File: src/mbe_pkg.sv
package mbe_pkg;

	// Fixed-point format of all coordinates: signed Q5.58 in 64 bits.
	localparam int unsigned QW        = 64;
	localparam int unsigned FRAC_BITS = 58;

	localparam logic [QW-1:0] Q_MIN     = 64'h8000_0000_0000_0000;
	localparam logic [QW-1:0] Q_MAX     = 64'h7FFF_FFFF_FFFF_FFFF;
	localparam logic [QW-1:0] Q_TWO     = 64'h0800_0000_0000_0000;
	localparam logic [QW-1:0] Q_NEG_TWO = 64'hF800_0000_0000_0000;
	localparam logic [QW:0]   Q_FOUR    = 65'h0_1000_0000_0000_0000;

	// Default frame size.
	localparam int unsigned DEF_FRAME_WIDTH  = 640;
	localparam int unsigned DEF_FRAME_HEIGHT = 400;

	localparam int unsigned LIMIT_W = 8;
	localparam logic [LIMIT_W-1:0] LIMIT_RESET = 8'd255;

	// Configuration register indexes.
	typedef enum logic [2:0] {
		REG_START_RE   = 3'd0,
		REG_START_IM   = 3'd1,
		REG_STEP_RE    = 3'd2,
		REG_STEP_IM    = 3'd3,
		REG_ITER_LIMIT = 3'd4
	} cfg_reg_t;

	// Product scaling selected for the shared multiplier.
	typedef enum logic [1:0] {
		MODE_INT   = 2'd0,  // integer times Q5.58, no shift
		MODE_SQ    = 2'd1,  // Q5.58 times Q5.58
		MODE_CROSS = 2'd2   // Q5.58 times Q5.58, doubled
	} mul_mode_t;

	typedef struct packed {
		logic [QW-1:0]      start_re;
		logic [QW-1:0]      start_im;
		logic [QW-1:0]      step_re;
		logic [QW-1:0]      step_im;
		logic [LIMIT_W-1:0] limit;
	} cfg_t;

	typedef struct packed {
		logic          start;
		logic [QW-1:0] a;
		logic [QW-1:0] b;
		mul_mode_t     mode;
	} mbe_mul_req_t;

	typedef struct packed {
		logic          done;
		logic [QW-1:0] res;
	} mbe_mul_rsp_t;

	// Index width for a pixel coordinate, at least one bit.
	function automatic int unsigned coord_width(input int unsigned n);
		int unsigned w;
		w = $clog2(n);
		return (w < 1) ? 1 : w;
	endfunction

	// Saturating Q5.58 addition.
	function automatic logic [QW-1:0] q_add(input logic [QW-1:0] a, input logic [QW-1:0] b);
		logic [QW-1:0] s;
		s = a + b;
		if ((a[QW-1] == b[QW-1]) && (s[QW-1] != a[QW-1]))
			return a[QW-1] ? Q_MIN : Q_MAX;
		return s;
	endfunction

	// Saturating Q5.58 subtraction.
	function automatic logic [QW-1:0] q_sub(input logic [QW-1:0] a, input logic [QW-1:0] b);
		logic [QW-1:0] s;
		s = a - b;
		if ((a[QW-1] != b[QW-1]) && (s[QW-1] != a[QW-1]))
			return a[QW-1] ? Q_MIN : Q_MAX;
		return s;
	endfunction

	// True when -2 < v < 2.
	function automatic logic below_two(input logic [QW-1:0] v);
		return v[QW-1] ? (v > Q_NEG_TWO) : (v < Q_TWO);
	endfunction

endpackage

File: src/mbe_mul.sv
module mbe_mul import mbe_pkg::*; (
	input  logic         clk,
	input  logic         arst_n,
	input  mbe_mul_req_t req,
	output mbe_mul_rsp_t rsp
);

	localparam int unsigned HW = QW / 2;
	localparam int unsigned PW = 2 * QW;

	logic [QW-1:0] a_q, b_q;
	logic          neg_q;
	mul_mode_t     mode_q;
	logic [2:0]    ph_q;
	logic          busy_q;
	logic          done_q;
	logic [1:0]    pidx_q;
	logic [QW-1:0] prod_q;
	logic [PW-1:0] acc_q;
	logic [QW-1:0] res_q;

	logic [HW-1:0] a_part, b_part;
	logic [PW-1:0] prod_shifted;
	logic [QW-1:0] quot, fmt;
	logic          rnd;

	// One 32x32 partial product per phase, chosen by the phase counter.
	assign a_part = ph_q[1] ? a_q[QW-1:HW] : a_q[HW-1:0];
	assign b_part = ph_q[0] ? b_q[QW-1:HW] : b_q[HW-1:0];

	// Place the previous partial product at its weight.
	always_comb begin
		unique case (pidx_q)
			2'd0:    prod_shifted = {{QW{1'b0}}, prod_q};
			2'd3:    prod_shifted = {prod_q, {QW{1'b0}}};
			default: prod_shifted = {{HW{1'b0}}, prod_q, {HW{1'b0}}};
		endcase
	end

	// Scale and floor the magnitude into a signed Q5.58 result; only integer mode saturates.
	always_comb begin
		quot = acc_q[QW-1:0];
		rnd  = 1'b0;
		fmt  = acc_q[QW-1:0];
		unique case (mode_q)
			MODE_INT: begin
				if (neg_q)
					fmt = (acc_q > {{QW{1'b0}}, Q_MIN}) ? Q_MIN : (~acc_q[QW-1:0] + 1'b1);
				else
					fmt = (acc_q > {{QW{1'b0}}, Q_MAX}) ? Q_MAX : acc_q[QW-1:0];
			end
			MODE_SQ: begin
				quot = acc_q[FRAC_BITS +: QW];
				rnd  = |acc_q[FRAC_BITS-1:0];
				fmt  = neg_q ? (~(quot + {{(QW-1){1'b0}}, rnd}) + 1'b1) : quot;
			end
			MODE_CROSS: begin
				quot = acc_q[FRAC_BITS-1 +: QW];
				rnd  = |acc_q[FRAC_BITS-2:0];
				fmt  = neg_q ? (~(quot + {{(QW-1){1'b0}}, rnd}) + 1'b1) : quot;
			end
			default: fmt = acc_q[QW-1:0];
		endcase
	end

	// Control: phases 0-3 multiply, 1-4 accumulate, 5 formats the result.
	always_ff @(posedge clk or negedge arst_n) begin
		if (!arst_n) begin
			busy_q <= 1'b0;
			done_q <= 1'b0;
			ph_q   <= 3'd0;
		end else if (req.start) begin
			busy_q <= 1'b1;
			done_q <= 1'b0;
			ph_q   <= 3'd0;
		end else if (busy_q) begin
			ph_q <= ph_q + 3'd1;
			if (ph_q == 3'd5) begin
				busy_q <= 1'b0;
				done_q <= 1'b1;
			end
		end else begin
			done_q <= 1'b0;
		end
	end

	// Operand magnitudes, partial products and the accumulator.
	always_ff @(posedge clk) begin
		if (req.start) begin
			a_q    <= req.a[QW-1] ? (~req.a + 1'b1) : req.a;
			b_q    <= req.b[QW-1] ? (~req.b + 1'b1) : req.b;
			neg_q  <= req.a[QW-1] ^ req.b[QW-1];
			mode_q <= req.mode;
			acc_q  <= '0;
		end else if (busy_q) begin
			if (ph_q <= 3'd3) begin
				prod_q <= a_part * b_part;
				pidx_q <= ph_q[1:0];
			end
			if ((ph_q >= 3'd1) && (ph_q <= 3'd4))
				acc_q <= acc_q + prod_shifted;
			if (ph_q == 3'd5)
				res_q <= fmt;
		end
	end

	assign rsp.done = done_q;
	assign rsp.res  = res_q;

	// A new product is requested only when the unit is free.
	a_start_idle: assert property (@(posedge clk) disable iff (!arst_n)
		req.start |-> !busy_q)
		else $error("multiplier started while busy");

	// The completion flag is a single-cycle pulse.
	a_done_pulse: assert property (@(posedge clk) disable iff (!arst_n)
		done_q |=> !done_q)
		else $error("multiplier done held for more than one cycle");

endmodule

File: config.mk
export PLATFORM = sky130hd
export DESIGN_NAME = mbe_mul
export DESIGN_NICKNAME = d
export VERILOG_FILES = /design/src/mbe_pkg.sv /design/src/mbe_mul.sv
export SDC_FILE = /design/constraint.sdc
export NUM_CORES = 2
export LEC_CHECK = 0
export BUFFER_PORTS_ARGS = -buffer_cell sky130_fd_sc_hd__buf_2
export CAP_MARGIN = 20
export CORE_MARGIN = 2
export CORE_UTILIZATION = 49
export CTS_CLUSTER_DIAMETER = 120
export DETAILED_ROUTE_END_ITERATION = 7
export GPL_TIMING_DRIVEN = 0
export HOLD_SLACK_MARGIN = 0.06
export PLACE_DENSITY_LB_ADDON = 0.2
export SETUP_SLACK_MARGIN = 0.1
export SYNTH_ARGS = -nofsm -noshare
export SYNTH_HDL_FRONTEND = slang
export SYNTH_SLANG_ARGS = --single-unit
File: constraint.sdc
create_clock -name clk -period 14.7 [get_ports clk]
set_clock_uncertainty 0.05 [all_clocks]
set_input_delay 2.94 -clock clk [delete_from_list [all_inputs] [get_ports clk]]
set_output_delay 2.94 -clock clk [all_outputs]
set_load 0.03 [all_outputs]
# Word level (Yosys, flattened, before mapping)
# Index checks and enable logic that the tools add are counted.
[word_totals]
latchBits = 0
n_memories = 0
ff_bits = 394
wordCells = 68
ramBits = 0
rom_bits = 0
[classes]
add_sub_neg = 9
n_div = 0
n_eq_ne = 5
magnitude_cmp = 5
reduce_logical = 9
n_mul = 1
n_mux = 19
bitwise = 7
shifts = 0
[op_table]
columns = ["op", "count"]
rows = [
  ["$add 64x1->64 const B", 5],
  ["$mux 64", 5],
  ["$not 64->64", 5],
  ["$pmux 128 s2", 1],
  ["$pmux 64 s3", 1],
  ["$add 128x128->128", 1],
  ["$add 64x1->64", 2],
  ["$gt 128x63->1 const B", 1],
  ["$gt 128x64->1 const B", 1],
  ["$mux 63", 2],
  ["$mul 32x32->64", 1],
  ["$mux 32", 2],
  ["$reduce_or 58->1", 1],
  ["$reduce_or 57->1", 1],
  ["$mux 1", 6],
  ["$mux 3", 2],
  ["$reduce_and 3->1", 2],
  ["$eq 2x2->1 const B", 2],
  ["$logic_not 2->1", 2],
  ["$add 3x1->3 const B", 1],
  ["$eq 3x3->1 const B", 1],
  ["$ge 3x1->1 const B", 1],
  ["$le 3x2->1 const B", 1],
  ["$le 3x3->1 const B", 1],
  ["other kinds (7)", 7],
]

# Longest topological paths before layout
[depth]
ltp_word = 6
depth_mapped = 36
depth_no_buf = 31

# Least setup slack after synthesis
# No wires, ideal clock.
[synth_timing]
path_kind = "reg2reg"
start = "reg ph_q[1]"
end = "reg prod_q[53], data pin"
arrival_time_ns = 9.140
path_stages_with_launch = 34
path_slack_ns = 5.247
cell_sequence = "dfrtp_1 > clkbuf_1 > buf_1 > buf_1 > mux2i_1 > clkbuf_1 > nor2_1 > fa_1 > fa_1 > fa_1 > inv_1 > fa_1 > inv_1 > fa_1 > inv_1 > fa_1 > inv_1 > fa_1 > inv_1 > fa_1 > inv_1 > ha_1 > clkbuf_1 > a21oi_1 > o21ai_0 > a211oi_1 > o31ai_1 > a31oi_1 > o311ai_0 > a21oi_1 > o311a_1 > o41ai_1 > a221oi_1 > xnor2_1"
[synth_between]
elab_chain_len = 2
[synth_lines]
columns = ["item", "line", "rtl"]
rows = [
  ["start: declaration", "mbe_mul.sv:14", "logic [2:0] ph_q;"],
  ["start signal: assignment", "mbe_mul.sv:77", "ph_q <= ph_q + 3'd1;"],
  ["$mux 32", "mbe_mul.sv:28", "assign a_part = ph_q[1] ? a_q[QW-1:HW] : a_q[HW-1:0];"],
  ["$mul 32x32->64", "mbe_mul.sv:97", "prod_q <= a_part * b_part;"],
  ["end signal: assignment", "mbe_mul.sv:97", ""],
  ["end: declaration", "mbe_mul.sv:18", "logic [QW-1:0] prod_q;"],
]
# No other way between the ends.
# A chain may end at the register's enable or synchronous reset.

# Worst setup path in the final report
[layout_timing]
start = "reg ph_q[1]"
end = "reg prod_q[58], data pin"
# Same word-level chain as after synthesis.

==> flow_summary_export.csv <==
group,metric,value,unit
timing,finalHoldViolCount,0,
outcome,outcome,"finished with violations",
floorplan,core-area,139000,um2
routing,drc,2,
timing,fmax,74.4,MHz
floorplan,chipWidth,378,um
routing,routedWlPerCell,30.2,um
synth,syn-num-nets,9759,
timing,period_share,91.4,%
clocking,hold_buffers,0,
timing,setup_tns,0,ps
clocking,clock_path_buffers,3,
worst_setup_path,critPathArrivalTime,13770,ps
timing,tightest_slew,1400,ps
placement,place_congestion,1.16,
cells_and_area,nets,10074,
grt,grt_pass1_wl,452000,um
synth,avgSynthCellArea,8.23,um2
floorplan,die_h,378,um
floorplan,row_count,137,
worst_setup_path,max_stage_delay,970,ps
worst_setup_path,cp_top_family,"adder cells",
cells_and_area,synthToLayoutAreaGrowth,8.49,%
grt,gr-usage-all-layers,44.5,%
placement,hpwl,269000,um
routing,num_vias,64814,
routing,drt_iter0_markers,6835,
synth,synth_cell_types,101,
timing,slew_violations,0,
routing,dr.pass1.iters,8,
clocking,clock-root-buffer,"clkbuf_16",
clocking,postCtsSetupRepairBufs,0,
synth,ys_ff_latch,394,
worst_setup_path,cp.required,15030,ps
floorplan,io_pins,198,
synth,synthFlopType,"edfxtp_1",
timing,fin_crit,13440,ps
worst_setup_path,critPathLaunchType,"flip-flop",
timing,finalSetupViolCount,0,
synth,async_flop_share,1.27,%
floorplan,die_area,143000,um2
clocking,cts_tree,"built",
routing,totalWireLength,319000,um
clocking,cts_sinks,394,
worst_setup_path,end_kind,"flip-flop",
floorplan,start_util,49.2,%
hold_path,hold_path_class,"reg -> reg",
clocking,clkLatencyLatePin,680,ps
synth,yosys_warnings,0,
grt,antenna_found_initial,12,
routing,antenna_left,0,
timing,rsz0062_at_grt,"false",
synth,syn_area,68500,um2
worst_setup_path,crit_type,"reg -> reg",
grt,grt_pass1_vias,64122,
timing,maxSlewHeadroom,5.80,%
placement,io_buffer_count,195,
cells_and_area,fillers,13344,
worst_setup_path,cp_num_buf_inv,9,
routing,avgViaCountPerCell,6.14,
synth,synth_edf_count,261,
cells_and_area,layout-drive-gt1-share,6.18,%
clocking,cts_buffers,46,
clocking,cts_resized,0,
grt,grt_max_degree,99,
grt,grt-ovfl-total,0,
clocking,htree_levels,2,
clocking,clk_pin_slew,60,ps
outcome,violations,"DRC",
worst_setup_path,slowest_stage,"mux2i_1",
run,cap_violations,0,
synth,yosysSeqAreaShare,15.4,%
synth,synthesis.instances,8324,
worst_setup_path,crit_top_cell,"fa_1",
worst_setup_path,crit_path_max_fanout,10,
[worst paths after layout]
path	startpoint	to	slack [ps]	cells after the start
worst min register to register	acc_q[123]$_SDFFE_PP0P_	acc_q[123]$_SDFFE_PP0P_	440	2
max in group asynchronous	arst_n	ph_q[2]$_DFFE_PN0P_	12430	1
worst max register to register	ph_q[1]$_DFFE_PN0P_	prod_q[58]$_DFFE_PP_	1260	32
worst min-delay path	acc_q[123]$_SDFFE_PP0P_	acc_q[123]$_SDFFE_PP0P_	440	2
worst max-delay path	ph_q[1]$_DFFE_PN0P_	prod_q[58]$_DFFE_PP_	1260	32
min in group asynchronous	arst_n	ph_q[1]$_DFFE_PN0P_	2030	1
[layout by cell type (no fill, tap or decap), types with 64 or more instances in the layout]
master / synthesis / routed
nand2_1: 1069 / 1069
inv_1: 1030 / 1030
nor2_1: 925 / 923
fa_1: 897 / 897
a21oi_1: 439 / 438
clkbuf_1: 407 / 414
xnor2_1: 407 / 407
ha_1: 405 / 405
o21ai_0: 356 / 354
edfxtp_1: 261 / 261
buf_2: 30 / 228
xor2_1: 174 / 174
nand4_1: 145 / 145
nor3_1: 128 / 128
nand3_1: 128 / 128
dfxtp_1: 128 / 128
a21o_1: 105 / 105
and2_1: 96 / 96
or3_1: 81 / 81
nor4_1: 78 / 77
mux2_2: 64 / 64
a31oi_1: 64 / 64
[sequential cells by signal (all words and copies together) (netlist names)]
register / cells
a_q: 64
pidx_q: 2
res_q: 64
done_q: 1
b_q: 64
prod_q: 64
ph_q: 3
acc_q: 128
busy_q: 1
mode_q: 2
neg_q: 1
[synthesized netlist by cell type (64+ instances only)]
master       n  area [um2]
nand2_1   1069        4010
inv_1     1030        3870
nor2_1     925        3470
fa_1       897       18000
a21oi_1    439        2200
clkbuf_1   407        1530
xnor2_1    407        3560
ha_1       405        5070
o21ai_0    356        1780
edfxtp_1   261        7840
xor2_1     174        1520
nand4_1    145         907
dfxtp_1    128        2560
nand3_1    128         641
nor3_1     128         641
a21o_1     105         788
and2_1      96         601
mux2i_1     82         821
or3_1       81         507
nor4_1      78         488
a31oi_1     64         400
mux2_2      64         721
[worst reg2reg max path: cells and delay by family, from the launching register on]
family | cells | cell delay, ps
XOR/XNOR | 1 | 190
AO/OA/AOI/OAI | 10 | 3550
multiplexers | 1 | 980
flip-flops | 1 | 420
adder cells (fa/ha/maj) | 9 | 4420
buffers and inverters | 9 | 3210
AND/OR/NAND/NOR | 2 | 310
[per-layer routing]
metal	part of all wire [%]	global-route usage [%]	up-vias	wire (um)
met5	0.021	0	-	66
met4	12	44.1	8	39100
met3	8.8	9.80	1250	28000
met2	45	70.4	3917	143000
met1	34	49.0	31391	109000
li1	-	-	28248	-
[through the flow]
step | setup slack [ps] | hold WS (ps) | util [%] | instance area [um2] | std cells
final | 1260 | 440 | 53.4 | 74300 | 10556
after global routing | 1250 | 489 | 53.4 | 74300 | 10553
after CTS | 1560 | 437 | 53.2 | 74100 | 10533
after detailed placement | 1630 | 429 | 52.1 | 72500 | 10447
after global placement | 1660 | 420 | 51.6 | 71800 | 10395
after floorplan | 5250 | 399 | - | 68500 | 8324
[cell families (layout without fill, tap and decap cells)]
logic type	count (synthesis)	in the layout	share of synthesized area (%)
AND/OR/NAND/NOR	2938	2938	19.8
buffers and inverters	1529	1882	8.45
AO/OA/AOI/OAI	1434	1434	13.1
adder cells (fa/ha/maj)	1302	1302	33.6
XOR/XNOR	581	581	7.43
flip-flops	394	394	15.4
multiplexers	146	146	2.25
other	0	3	0
[layout make-up]
cell class	count	area [um2]	share of cell area [%]
multi-input cells	6401	52300	70.4
flip-flops and latches	394	10500	14.2
inverters	1031	3870	5.21
well taps	1876	2350	3.16
plain buffers	498	1920	2.59
repair buffers	267	1770	2.38
clock buffers	59	1240	1.67
clock inverters	27	354	0.476
diodes	3	7.51	0.0101
Power is not shown: default switching activity piles up to over one toggle a cycle in this logic, so the estimate is an artifact.
